$ cat config.mk
export PLATFORM = sky130hd
export DESIGN_NAME = tep_queue
export DESIGN_NICKNAME = d
export VERILOG_FILES = /design/src/hw/rtl/tep_pkg.sv /design/src/hw/rtl/tep_queue.sv
export SDC_FILE = /design/constraint.sdc
export NUM_CORES = 1
export LEC_CHECK = 0
export BUFFER_PORTS_ARGS = -buffer_cell sky130_fd_sc_hd__buf_2
export CORE_MARGIN = 5
export CORE_UTILIZATION = 35
export CTS_CLUSTER_SIZE = 16
export DETAILED_ROUTE_END_ITERATION = 8
export PLACE_DENSITY = 0.5
export SYNTH_ARGS = -nofsm -noshare
export SYNTH_HDL_FRONTEND = slang
export SYNTH_SLANG_ARGS = --single-unit
$ cat constraint.sdc
create_clock -name clk -period 6.1 [get_ports clk]
set_input_delay 1.22 -clock clk [delete_from_list [all_inputs] [get_ports clk]]
set_output_delay 1.22 -clock clk [all_outputs]
set_load 0.05 [all_outputs]
$ cat src/hw/rtl/tep_pkg.sv
// Shared constants and types for the time-over-threshold edge pairing block.
package tep_pkg;

  localparam int CHANNEL_COUNT = 32;
  localparam int TIME_BITS     = 48;
  localparam int TAG_BITS      = 20;
  localparam int CHAN_BITS     = 5;
  localparam int TDC_BITS      = 2;
  localparam int RUN_BITS      = 8;
  localparam int SPILL_BITS    = 16;
  localparam int GROUP_BITS    = RUN_BITS + SPILL_BITS;
  localparam int DUR_BITS      = 24;
  localparam int SLOTS         = 2 * CHANNEL_COUNT;
  localparam int SLOT_BITS     = $clog2(SLOTS);
  localparam int QUEUE_DEPTH   = 4;
  localparam int QPTR_BITS     = $clog2(QUEUE_DEPTH);

  localparam int TDC_EDGE_BIT = 0;
  localparam int TDC_PAIR_BIT = 1;

  localparam int          ADDR_BITS          = 3;
  localparam int          DATA_BITS          = 32;
  localparam logic        REG_MAX_DURATION   = 1'b0;
  localparam logic [DUR_BITS-1:0] MAX_DURATION_RESET = DUR_BITS'(20480);

  typedef struct packed {
    logic [TIME_BITS-1:0]  lead_time;
    logic [TAG_BITS-1:0]   lead_tag;
    logic [GROUP_BITS-1:0] group;
  } entry_t;

  typedef struct packed {
    logic [CHAN_BITS-1:0] channel;
    logic                 pair;
    logic [TAG_BITS-1:0]  lead_tag;
    logic [TAG_BITS-1:0]  trail_tag;
    logic [TIME_BITS-1:0] lead_time;
    logic [TIME_BITS-1:0] trail_time;
  } cand_t;

  typedef struct packed {
    logic push;
  } qctl_t;

endpackage

$ cat src/hw/rtl/tep_queue.sv
// Short candidate queue between the front end and the back end.
module tep_queue (
  input  logic            clk,
  input  logic            rst,
  input  logic            push,
  input  tep_pkg::cand_t  wr_data,
  output logic            full,
  input  logic            pop,
  output logic            nonempty,
  output tep_pkg::cand_t  head
);

  tep_pkg::cand_t                  buf_q [tep_pkg::QUEUE_DEPTH];
  logic [tep_pkg::QPTR_BITS-1:0]   wr_ptr;
  logic [tep_pkg::QPTR_BITS-1:0]   rd_ptr;
  logic [tep_pkg::QPTR_BITS:0]     count;

  always_comb begin
    full     = (count == (tep_pkg::QPTR_BITS+1)'(tep_pkg::QUEUE_DEPTH));
    nonempty = (count != '0);
    head     = buf_q[rd_ptr];
  end

  always_ff @(posedge clk) begin
    if (push && !full) begin
      buf_q[wr_ptr] <= wr_data;
    end
  end

  always_ff @(posedge clk) begin
    if (rst) begin
      wr_ptr <= '0;
      rd_ptr <= '0;
      count  <= '0;
    end else begin
      if (push && !full) begin
        wr_ptr <= wr_ptr + 1'b1;
      end
      if (pop && nonempty) begin
        rd_ptr <= rd_ptr + 1'b1;
      end
      case ({push && !full, pop && nonempty})
        2'b10:   count <= count + 1'b1;
        2'b01:   count <= count - 1'b1;
        default: count <= count;
      endcase
    end
  end

endmodule

Yosys cells after proc, flatten, opt, wreduce, memory -nomap -nowiden
Memory sizes are Yosys's and may differ from the RTL's. A register that Yosys moved wholly into a read port is not among the register bits.
Index checks and enable logic that the tools add are counted.
W data, S select, Z words.
Storage, ports and cells
  flip-flop bits (word level): 7
  bits in writable memories: 568
  input bits: 146
  output and inout port bits: 144
  memories: 1
Operators by class
  add/subtract/negate cells: 4
  eq/ne operators: 3
  muxes and demuxes: 5
  reduce and logical (&&, ||, !) cells: 5
Memories
  buf_q: words 4, width 142, read ports 1, clocked after Yosys merged registers in 1, write ports 1, RTL line tep_queue.sv:13  | tep_pkg::cand_t buf_q [tep_pkg::QUEUE_DEPTH];
Operators with widths (count)
  $pmux W3 S2: 1
  $add A2 B1 Y2 const B: 2
  $mux W2: 2
  $add A3 B1 Y3 const B: 1
  $eq A3 B3 Y1 const B: 1
  $reduce_bool A3 Y1: 1
  $sub A3 B1 Y3 const B: 1
  $eq A2 B1 Y1 const B: 1
  $eq A2 B2 Y1 const B: 1
  $logic_and A1 B1 Y1: 2
  $mux W1: 2
  $reduce_bool A2 Y1: 1
  $logic_not A1 Y1: 1

Depth between registers and ports, before layout
  depth in word-level cells: 5
  mapped depth: 9
  depth with buffers taken out: 9

Least setup slack after synthesis
Ideal clock, no wire load.
  kind: input to register
  start: input push
  end: memory buf_q[0][0] in the netlist's numbering, enable pin
  arrival time: 4803 ps
  setup slack: 779 ps
  cell stages on the path: 3
  buffers on the path: 0
  cell sequence: inv_1 nor2_1 and2_1
Between the ends
  cells in the longest elaborated chain, start to end: 3
Ends and longest elaborated chain
  start, declared: RTL line tep_queue.sv:5  | input logic push,
  $logic_and A1 B1 Y1: RTL line tep_queue.sv:25  | if (push && !full) begin
  $mux W1: RTL line tep_queue.sv:25
  $mux W1 (implied by the code): RTL line tep_queue.sv:26  | buf_q[wr_ptr] <= wr_data;
  end, declared: RTL line tep_queue.sv:13
Every way passes these cells.

==> results.cfg <==
[setup_path]
path_max_fanout = 49
critPathKind = flop to primary output
required_ps = 4880
crit_arrival_ps = 2840
end_kind = primary output
crit_path_start_kind = flop

[layout]
layout.cells.most_common = edfxtp_1
mostFrequentLayoutCells = edfxtp_1 (568), buf_2 (289), mux4_2 (142), clkbuf_16 (61)
seqCellArea_um2 = 17200
multiInputGateArea_um2 = 3470
fin_area_um2 = 25300
n_fill_cell = 5126
stdcell_count = 1954
drive_above_1_share = 0.458
syn2layout_area_growth_pct = 20.9
finalNetCount = 1279

[clocking]
htree_levels = 2
cts_sinks = 577
clock_path_buffers = 3
clk_pin_slew_ps = 60
cts_resized = 0
cts_tree = built
cts_hold_buf = 0
numCtsBuffers = 60
root_buffer = clkbuf_16
insertion_delay_ps = 610
post_cts_buffers = 0

[floorplanning]
initial_core_util = 0.354
fp-row-count = 89
fp.dieArea_um2 = 64800
fp.dieW_um = 255
coreArea_um2 = 59100
die_y_um = 255
boundaryPins = 290

[detailed_routing]
drtIter0Drc = 523
routed_wl_um = 42800
vias_per_cell = 4.76
wl_per_cell_um = 21.9
ant_nets = 0
drc = 0
dr.pass1.iters = 4
vias = 9293

[pwr]
seq_power_share = 0.407
power.total_mw = 12.1
power_frac_clock = 0.297
sw_frac_of_total = 0.338
ir_worst_vdd_mv = 0.235
powerDensity_nw_per_um2 = 476
p_leak_nw = 8.35
p_sw_mw = 4.08
internal_power_mw = 7.98
combPwrFrac = 0.296

[timing]
tightestPinTransition_ps = 954
clock.fmax_ghz = 0.246
finalMaxSlewViolations = 0
hold_viol_final = 0
slew_headroom = 0.364
rsz0062_at_grt = false
setup_viol = 0
fin_skew_ps = 20.6
period_share = 0.666
tns_ps = 0
hold_ws_ps = 527
period_needed_ps = 4060

[yosys]
syn_nets = 946
yosysTopAreaCell = edfxtp_1
ys_seq_elements = 577
netlist_instances = 794
synthFlopType = edfxtp_1
async_reset_ff_frac = 0
synth_edf_count = 568
synth-seq-area-share = 0.823
yosysWarnings = 0
synth_area_leaders = edfxtp_1 (81%), mux4_2 (15%), dfxtp_1 (0.86%)
syn_avg_cell_area_um2 = 26.4
synth_top_area_frac = 0.815
synthesis.area_um2 = 20900
synthDistinctLibCells = 22

[placement]
gp_congestion = 0.678
placed_cell_area_um2 = 23400
dp_hpwl_um = 25800
io_buffers = 289
post-place-cells = 1838

[worst_hold_path]
min_path_type = flop to flop

[grt]
gr-total-overflow = 0
antenna_found_initial = 10
grt_use_total = 0.130
grt_pass1_vias = 10100
grt_max_degree = 73
grt_pass1_wl_um = 63500

[status]
status = finished, final reports clean

[flow_run]
drv_cap = 0
==> registers in the layout, summed over array words and instances, names as in the netlist, named ones only <==
register / flops
buf_q: 568
count: 3
rd_ptr: 2
wr_ptr: 2
==> per-layer routing <==
layer | track usage | vias to the layer above | part of all wire
met4 | 0.0365 | 10 | 0.020
li1 | - | 4113 | -
met3 | 0.0450 | 75 | 0.077
met5 | 0 | - | 0.0014
met1 | 0.167 | 4863 | 0.41
met2 | 0.212 | 232 | 0.49
==> kinds of logic after synthesis <==
group           synth area share
flops                      0.823
mux                        0.153
buf+inv                   0.0117
simple gates             0.00430
compound gates           0.00203
fa+ha+maj                0.00394
xor+xnor                 0.00167
==> cell type report <==
class                   count  share of cell area
clock buffers              76              0.0637
multi-input cells         177               0.137
flip-flops and latches    577               0.681
repair buffers            304              0.0650
clock inverters            35              0.0136
inverters                   7             0.00104
well taps                 773              0.0382
diodes                      5            0.000494
==> through the flow <==
step	utilization	setup WS [ps]
2_1_floorplan	-	779
3_3_place_gp	0.395	2540
3_5_place_dp	0.395	2550
4_1_cts	0.428	1890
5_1_grt	0.428	1780
6_report	0.428	2040
==> cell usage after synthesis (all sizes together), types with 3 or more instances <==
master and count:
and2 4, dfxtp 9, clkbuf 6, edfxtp 568, a21oi 3, mux4 142
or3 3, ha 5, nor2 7, buf 27, xor2 3, inv 7
==> worst max-delay path: stages (launching register included) <==
cell and delay, ps:
dfxtp_4 910, buf_12 400, mux4_2 580, buf_2 230
==> power by group through the flow <==
stage / registers [mW] / clock network [mW] / logic (mW)
3_3_place_gp: 4.99 / 0 / 3.65
2_1_floorplan: 4.91 / 0 / 2.90
3_5_place_dp: 5.00 / 0 / 3.65
5_1_grt: 4.94 / 3.89 / 3.76
6_report: 4.90 / 3.58 / 3.57
4_1_cts: 4.92 / 3.71 / 3.66
==> worst paths after layout <==
path,start,to,slack [ps],cells past startpoint
worst min register to register,wr_ptr[1],wr_ptr[1],530,2
worst min-delay path,wr_ptr[1],wr_ptr[1],530,2
worst max register to register,count[0],buf_q[3][110],3460,4
worst max-delay path,flop,head[84],2040,3
Power figures use the tool's default switching activity.
