$ cat src/hw/rtl/tep_pkg.sv
// Shared constants and types for the time-over-threshold edge pairing block.
package tep_pkg;

  localparam int CHANNEL_COUNT = 32;
  localparam int TIME_BITS     = 48;
  localparam int TAG_BITS      = 20;
  localparam int CHAN_BITS     = 5;
  localparam int TDC_BITS      = 2;
  localparam int RUN_BITS      = 8;
  localparam int SPILL_BITS    = 16;
  localparam int GROUP_BITS    = RUN_BITS + SPILL_BITS;
  localparam int DUR_BITS      = 24;
  localparam int SLOTS         = 2 * CHANNEL_COUNT;
  localparam int SLOT_BITS     = $clog2(SLOTS);
  localparam int QUEUE_DEPTH   = 4;
  localparam int QPTR_BITS     = $clog2(QUEUE_DEPTH);

  localparam int TDC_EDGE_BIT = 0;
  localparam int TDC_PAIR_BIT = 1;

  localparam int          ADDR_BITS          = 3;
  localparam int          DATA_BITS          = 32;
  localparam logic        REG_MAX_DURATION   = 1'b0;
  localparam logic [DUR_BITS-1:0] MAX_DURATION_RESET = DUR_BITS'(20480);

  typedef struct packed {
    logic [TIME_BITS-1:0]  lead_time;
    logic [TAG_BITS-1:0]   lead_tag;
    logic [GROUP_BITS-1:0] group;
  } entry_t;

  typedef struct packed {
    logic [CHAN_BITS-1:0] channel;
    logic                 pair;
    logic [TAG_BITS-1:0]  lead_tag;
    logic [TAG_BITS-1:0]  trail_tag;
    logic [TIME_BITS-1:0] lead_time;
    logic [TIME_BITS-1:0] trail_time;
  } cand_t;

  typedef struct packed {
    logic push;
  } qctl_t;

endpackage

$ cat src/hw/rtl/tep_back.sv
// Back end: checks the duration of each candidate and holds the output register.
module tep_back (
  input  logic                           clk,
  input  logic                           rst,
  input  logic                           q_nonempty,
  input  tep_pkg::cand_t                 head,
  output logic                           pop,
  input  logic [tep_pkg::DUR_BITS-1:0]   max_duration,
  output logic                           out_valid,
  input  logic                           out_stall,
  output logic [tep_pkg::CHAN_BITS-1:0]  out_channel,
  output logic                           out_pair,
  output logic [tep_pkg::TAG_BITS-1:0]   leading_tag,
  output logic [tep_pkg::TAG_BITS-1:0]   trailing_tag,
  output logic [tep_pkg::TIME_BITS-1:0]  leading_time,
  output logic [tep_pkg::DUR_BITS-1:0]   time_over_threshold
);

  logic [tep_pkg::TIME_BITS-1:0] dt;
  logic                          good;
  logic                          advance;

  always_comb begin
    dt      = head.trail_time - head.lead_time;
    good    = (head.trail_time > head.lead_time) &&
              (dt <= {{(tep_pkg::TIME_BITS-tep_pkg::DUR_BITS){1'b0}}, max_duration});
    advance = !out_valid || !out_stall;
    pop     = q_nonempty && advance;
  end

  always_ff @(posedge clk) begin
    if (advance) begin
      out_channel         <= head.channel;
      out_pair            <= head.pair;
      leading_tag         <= head.lead_tag;
      trailing_tag        <= head.trail_tag;
      leading_time        <= head.lead_time;
      time_over_threshold <= dt[tep_pkg::DUR_BITS-1:0];
    end
  end

  always_ff @(posedge clk) begin
    if (rst) begin
      out_valid <= 1'b0;
    end else if (advance) begin
      out_valid <= pop && good;
    end
  end

endmodule

$ cat config.mk
export PLATFORM = sky130hd
export DESIGN_NAME = tep_back
export DESIGN_NICKNAME = d
export VERILOG_FILES = /design/src/hw/rtl/tep_pkg.sv /design/src/hw/rtl/tep_back.sv
export SDC_FILE = /design/constraint.sdc
export NUM_CORES = 1
export LEC_CHECK = 0
export ABC_AREA = 1
export BUFFER_PORTS_ARGS = -buffer_cell sky130_fd_sc_hd__buf_2
export CAP_MARGIN = 20
export CELL_PAD_IN_SITES_DETAIL_PLACEMENT = 1
export CELL_PAD_IN_SITES_GLOBAL_PLACEMENT = 2
export CORE_MARGIN = 3
export CORE_UTILIZATION = 25
export DETAILED_ROUTE_END_ITERATION = 10
export PLACE_DENSITY = 0.74
export SYNTH_ARGS = -nofsm -noshare
export SYNTH_HDL_FRONTEND = slang
export SYNTH_SLANG_ARGS = --single-unit
$ cat constraint.sdc
create_clock -name clk -period 5.14 [get_ports clk]
set_input_delay 1.028 -clock clk [delete_from_list [all_inputs] [get_ports clk]]
set_output_delay 1.028 -clock clk [all_outputs]
set_load 0.005 [all_outputs]
# After elaboration in Yosys (flattened, before gate mapping)
# Index checks and enable logic that the tools add are counted.
# op_classes
add_sub_neg,1
magnitude_cmp,2
reduce_logical,6
# op_table
operator,n
$gt 48x48->1,1
$le 48x24->1,1
$sub 48x48->48,1
$logic_and 1x1->1,3
$logic_not 1->1,2
$logic_or 1x1->1,1
# totals
regBits,119
word_cells,16

# Depth between registers and ports, before layout
# logic_depth
ltp_word,4
mapped_depth,28
ltp_nobuf,28

# Worst setup path before layout
# No wires, ideal clock.
# synth_path
kind,input -> output
start,input out_stall
end,output pop
t_arrival_ns,3.969
required_time_ns,4.112
setup_slack_ns,0.143
stages,2
n_path_buf,0
cell_sequence,nand2_1 > and2_1
# synth_via
elab_chain_cells,3
# synth_lines
element,line_no,source
"start, declared",tep_back.sv:10,"input logic out_stall,"
$logic_not 1->1,tep_back.sv:27,advance = !out_valid || !out_stall;
$logic_or 1x1->1,tep_back.sv:27,
$logic_and 1x1->1,tep_back.sv:28,pop = q_nonempty && advance;
"end, declared",tep_back.sv:7,"output logic pop,"
# Every way passes these cells.

# Worst setup path in the final report
# layout_path
start,input head[0] (netlist name)
end,register out_valid
# layout_via
elab_chain_cells,4
word_cells_on_any_way,5
classes_between,add/sub: 1; order compare: 2; reduce/logical: 2
# layout_lines
element,line_no,source
"start, declared",tep_back.sv:6,"input tep_pkg::cand_t head,"
$sub 48x48->48,tep_back.sv:24,dt = head.trail_time - head.lead_time;
via dt (one bit),tep_back.sv:19,logic [tep_pkg::TIME_BITS-1:0] dt;
$le 48x24->1,tep_back.sv:26,"(dt <= {{(tep_pkg::TIME_BITS-tep_pkg::DUR_BITS){1'b0}}, max_duration});"
$logic_and 1x1->1,tep_back.sv:25,good = (head.trail_time > head.lead_time) &&
$logic_and 1x1->1,tep_back.sv:46,out_valid <= pop && good;
"end signal, assigned",tep_back.sv:46,
"end, declared",tep_back.sv:9,"output logic out_valid,"
# The timed path passes the listed nets, and every way through them passes these cells.
# A chain may end at the register's enable or synchronous reset.

==> summary.md <==
| Metric | Value |
|---|---|
| Status | completed |
| PortBufs | 289 |
| WP data required | between 5 and 6 ns |
| Syn avg cell area | 7.43 um^2 |
| Crit. End Element | flip-flop |
| Core area | approximately 34,000 um^2 |
| Mapped Nets | ~1,400 |
| Leakage | between 6 and 7 nW |
| Clock slew at reported path FFs | around 0.06 ns |
| Clk_lat worst skew | between 0.4 and 0.5 ns |
| Total Power | roughly 3.2 mW |
| WL final | approximately 31,000 um |
| DRC errors left | 0 |
| CTS Buf Count | 17 |
| Die Area | around 37,000 um^2 |
| WL met2 | approximately 15,000 um |
| Post-Synthesis Cells | approximately 1,200 |
| # IOs | 290 |
| GPL Wtd Cong | 0.883 |
| Synth cell types | 31 |
| Die height | about 190 um |
| Critical Path Start Type | input pin |
| Die outline width | between 150 and 200 um |
| Gr usage total | 16.9% |
| First-pass GRT wire length | approximately 46,000 um |
| Initial DRC count | 316 |
| Combinational power share | about a quarter |
| RSZ-0062 raised after global routing | no |
| Fillers | roughly 4,200 |
| DR WL met3 | around 1400 um |
| Peak supply drop | about 240 uV |
| CTS H-tree depth | 4 |
| Vias per std cell | about 4.3 |
| Tmin final | just over 4 ns |
| Setup Buffers After CTS | 0 |
| Power per cell area | 285 nW/um^2 |
| Total Neg Setup Slack | 0 ns |
| Clock power share | 36.9% |
| Psw | 1.01 mW |
| Crit Path Max Fanout | 4 |
| Largest net degree at the start of global routing | 68 |
| Internal power | approximately 2.2 mW |
| Layout cells sized above 1 | about a quarter |
| Sequential fraction of design power | between 30% and 40% |
| Non-filler instance count after layout | slightly below 2,000 |
| Area delta synth->final | 30.3% |
| Fmax | 246 MHz |
| Max cap viols | 0 |
| Yosys reg bits | roughly 120 |
| TritonCTS clock tree | built |
| Cell taking the most area after synthesis | edfxtp_1 |
| Worst slew pin tran | between 0.9 and 1 ns |
| Post-synthesis sequential area ratio | about two fifths |
| Initial antenna violation count | 2 |
| Vias in the first global route | 8,440 |
| DRT antenna net count | 0 |
| Final hold vios | 0 |
| Worst setup path end | out_valid$_SDFFE_PP0N_ |
| Clock Tree Root | clkbuf_16 |
| GR Overflow Total | 0 |
| R2r setup slk | ~2.8 ns |
| Wire per inst | approximately 16 um |
| Clk sinks | between 100 and 150 |
| Core Rows | between 60 and 70 |
| Final Skew | between 0.01 and 0.015 ns |
| Crit Path Class | input pin to flip-flop |
| Worst reg2reg path startpoint | out_valid$_SDFFE_PP0N_ |
| Post-cts gate resize count | 0 |
| Crit. Startpoint | head[0] |
| R2R depth | 3 |
| Worst R2R End | time_over_threshold[9]$_DFFE_PN_ |
| Fin util | about a third |
| TritonRoute pass-1 iters | 6 |
| CTS Hold Bufs | 0 |
| Initial Util | between 20% and 30% |
| Layout net count | 1,709 |
| Clock buffer depth | 2 |
| M1 wire length | roughly 15,000 um |
| Sw frac | between 30% and 40% |
| Synthesized cell area | between 8000 and 9000 um^2 |
| Yosys top cell area share | about two fifths |
| Hold Crit Class | input pin to flip-flop |
| Worst slew margin | a little under two fifths |
| Slew Limit Fails | 0 |
| Hold depth | 1 |
| Ranking of synthesized cells by area | edfxtp_1 (41%), nand2_1 (18%), inv_1 (11%) |
| Uppermost layer routed | met4 |
| Post-Place Cells | 1,895 |
| Period utilization | just under 80% |
| Setup-failing EPs final | 0 |
| Final HPWL DP | roughly 27,000 um |
| Via count | between 8,000 and 9,000 |
| Ys Warns | 0 |
| Arrival @ worst endpoint | 4.43 ns |
## logic make-up after synthesis
family | share of synthesized area (%)
AND/OR/NAND/NOR | 29.2
buffers and inverters | 11.7
flip-flops | 41.5
adder cells (fa/ha/maj) | 10.7
AO/OA/AOI/OAI | 4.63
XOR/XNOR | 2.24
## sequential cells by signal, indices dropped and copies added (netlist names)
name / flops
leading_tag: 20
leading_time: 48
out_channel: 5
out_pair: 1
out_valid: 1
time_over_threshold: 24
trailing_tag: 20
## worst max-delay path: stages
cell,delay (ns)
buf_2,0.10
inv_1,0.04
ha_1,0.14
inv_1,0.11
fa_1,0.43
nand3_1,0.12
inv_1,0.07
nand2_1,0.06
nand3_1,0.16
nand2_1,0.14
nand2_1,0.13
nand2_1,0.11
nand2_1,0.11
xor2_1,0.19
ha_1,0.29
nand2_1,0.07
nor4_1,0.38
nor2_1,0.09
nor2_1,0.10
nand2_1,0.06
nor2_1,0.08
nand2_1,0.05
nor2_1,0.08
nand2_1,0.05
nor2_1,0.08
nand2_1,0.07
a21oi_2,0.10
## cell usage after synthesis
library cell	instances
a21boi_0	1
fa_1	1
nor2_4	5
nor2_2	8
nand2_1	409
inv_1	253
clkinv_1	2
and2_1	2
nand3b_1	7
nor2_1	89
o21ai_0	8
nand3_1	49
dfxtp_1	1
a21oi_1	49
nand4_1	10
inv_2	12
nor3_2	1
a21o_1	3
o21a_1	3
nand2_2	13
nor3_1	4
ha_1	72
nand3_2	3
and3_1	1
xor2_1	22
nor4_1	1
o21bai_1	6
a31oi_1	1
edfxtp_1	118
nor2b_1	1
a21oi_2	1
## layout make-up
cell class / count / area, um^2 / share of cell area (%)
diodes: 2 / 5.00 / 0.0447
clock buffers: 20 / 437 / 3.90
clock inverters: 12 / 129 / 1.15
inverters: 267 / 1000 / 8.96
multi-input cells: 770 / 4030 / 36.0
flip-flops and latches: 119 / 3560 / 31.9
well taps: 448 / 561 / 5.01
repair buffers: 291 / 1460 / 13.1
## worst min-delay path by stage
stage	start	slack, ns	end
2_1_floorplan	rst	1.09	out_valid$_SDFFE_PP0N_
3_3_place_gp	out_valid$_SDFFE_PP0N_	0.93	leading_time[38]$_DFFE_PN_
3_5_place_dp	out_valid$_SDFFE_PP0N_	0.94	leading_time[37]$_DFFE_PN_
4_1_cts	head[118]	0.74	leading_tag[2]$_DFFE_PN_
5_1_grt	head[118]	0.74	leading_tag[2]$_DFFE_PN_
6_report	head[100]	0.77	trailing_tag[4]$_DFFE_PN_
## cell usage in the layout (no fill, tap or decap), types with 4 or more instances in the layout
cell type,n
nand2_1,408
nand3_1,49
inv_2,12
o21ai_0,8
nand4_1,10
clkbuf_16,17
inv_1,253
ha_1,72
nor2_1,89
nor2_4,5
nand2_2,13
o21bai_1,6
buf_2,289
nand3b_1,7
a21oi_1,49
nor2_2,8
nor3_1,4
xor2_1,22
edfxtp_1,118
## routing by layer
layer	vias to the layer above	GRT usage, %
met3	23	2.95
met2	164	28.0
met5	-	0
met1	3823	22.4
met4	0	5.33
li1	4206	-
## power groups by stage
stage                     clock [mW]  combinational (mW)  sequential (mW)
final                           1.17               0.832             1.18
after global routing            1.26               0.951             1.19
after detailed placement           0               0.845             1.20
after CTS                       1.22               0.849             1.18
after floorplan                    0               0.466             1.21
after global placement             0               0.830             1.20
## stage by stage
| step | area (um^2) | hold slack (ns) | setup slack [ns] |
|---|---|---|---|
| after floorplan | 8590 | 1.09 | 0.143 |
| after global placement | 10600 | 0.927 | 0.644 |
| after detailed placement | 10600 | 0.940 | 0.597 |
| after CTS | 11200 | 0.738 | 1.06 |
| after global routing | 11200 | 0.741 | 0.806 |
| final | 11200 | 0.770 | 1.08 |
(Power assumes the default switching activity.)
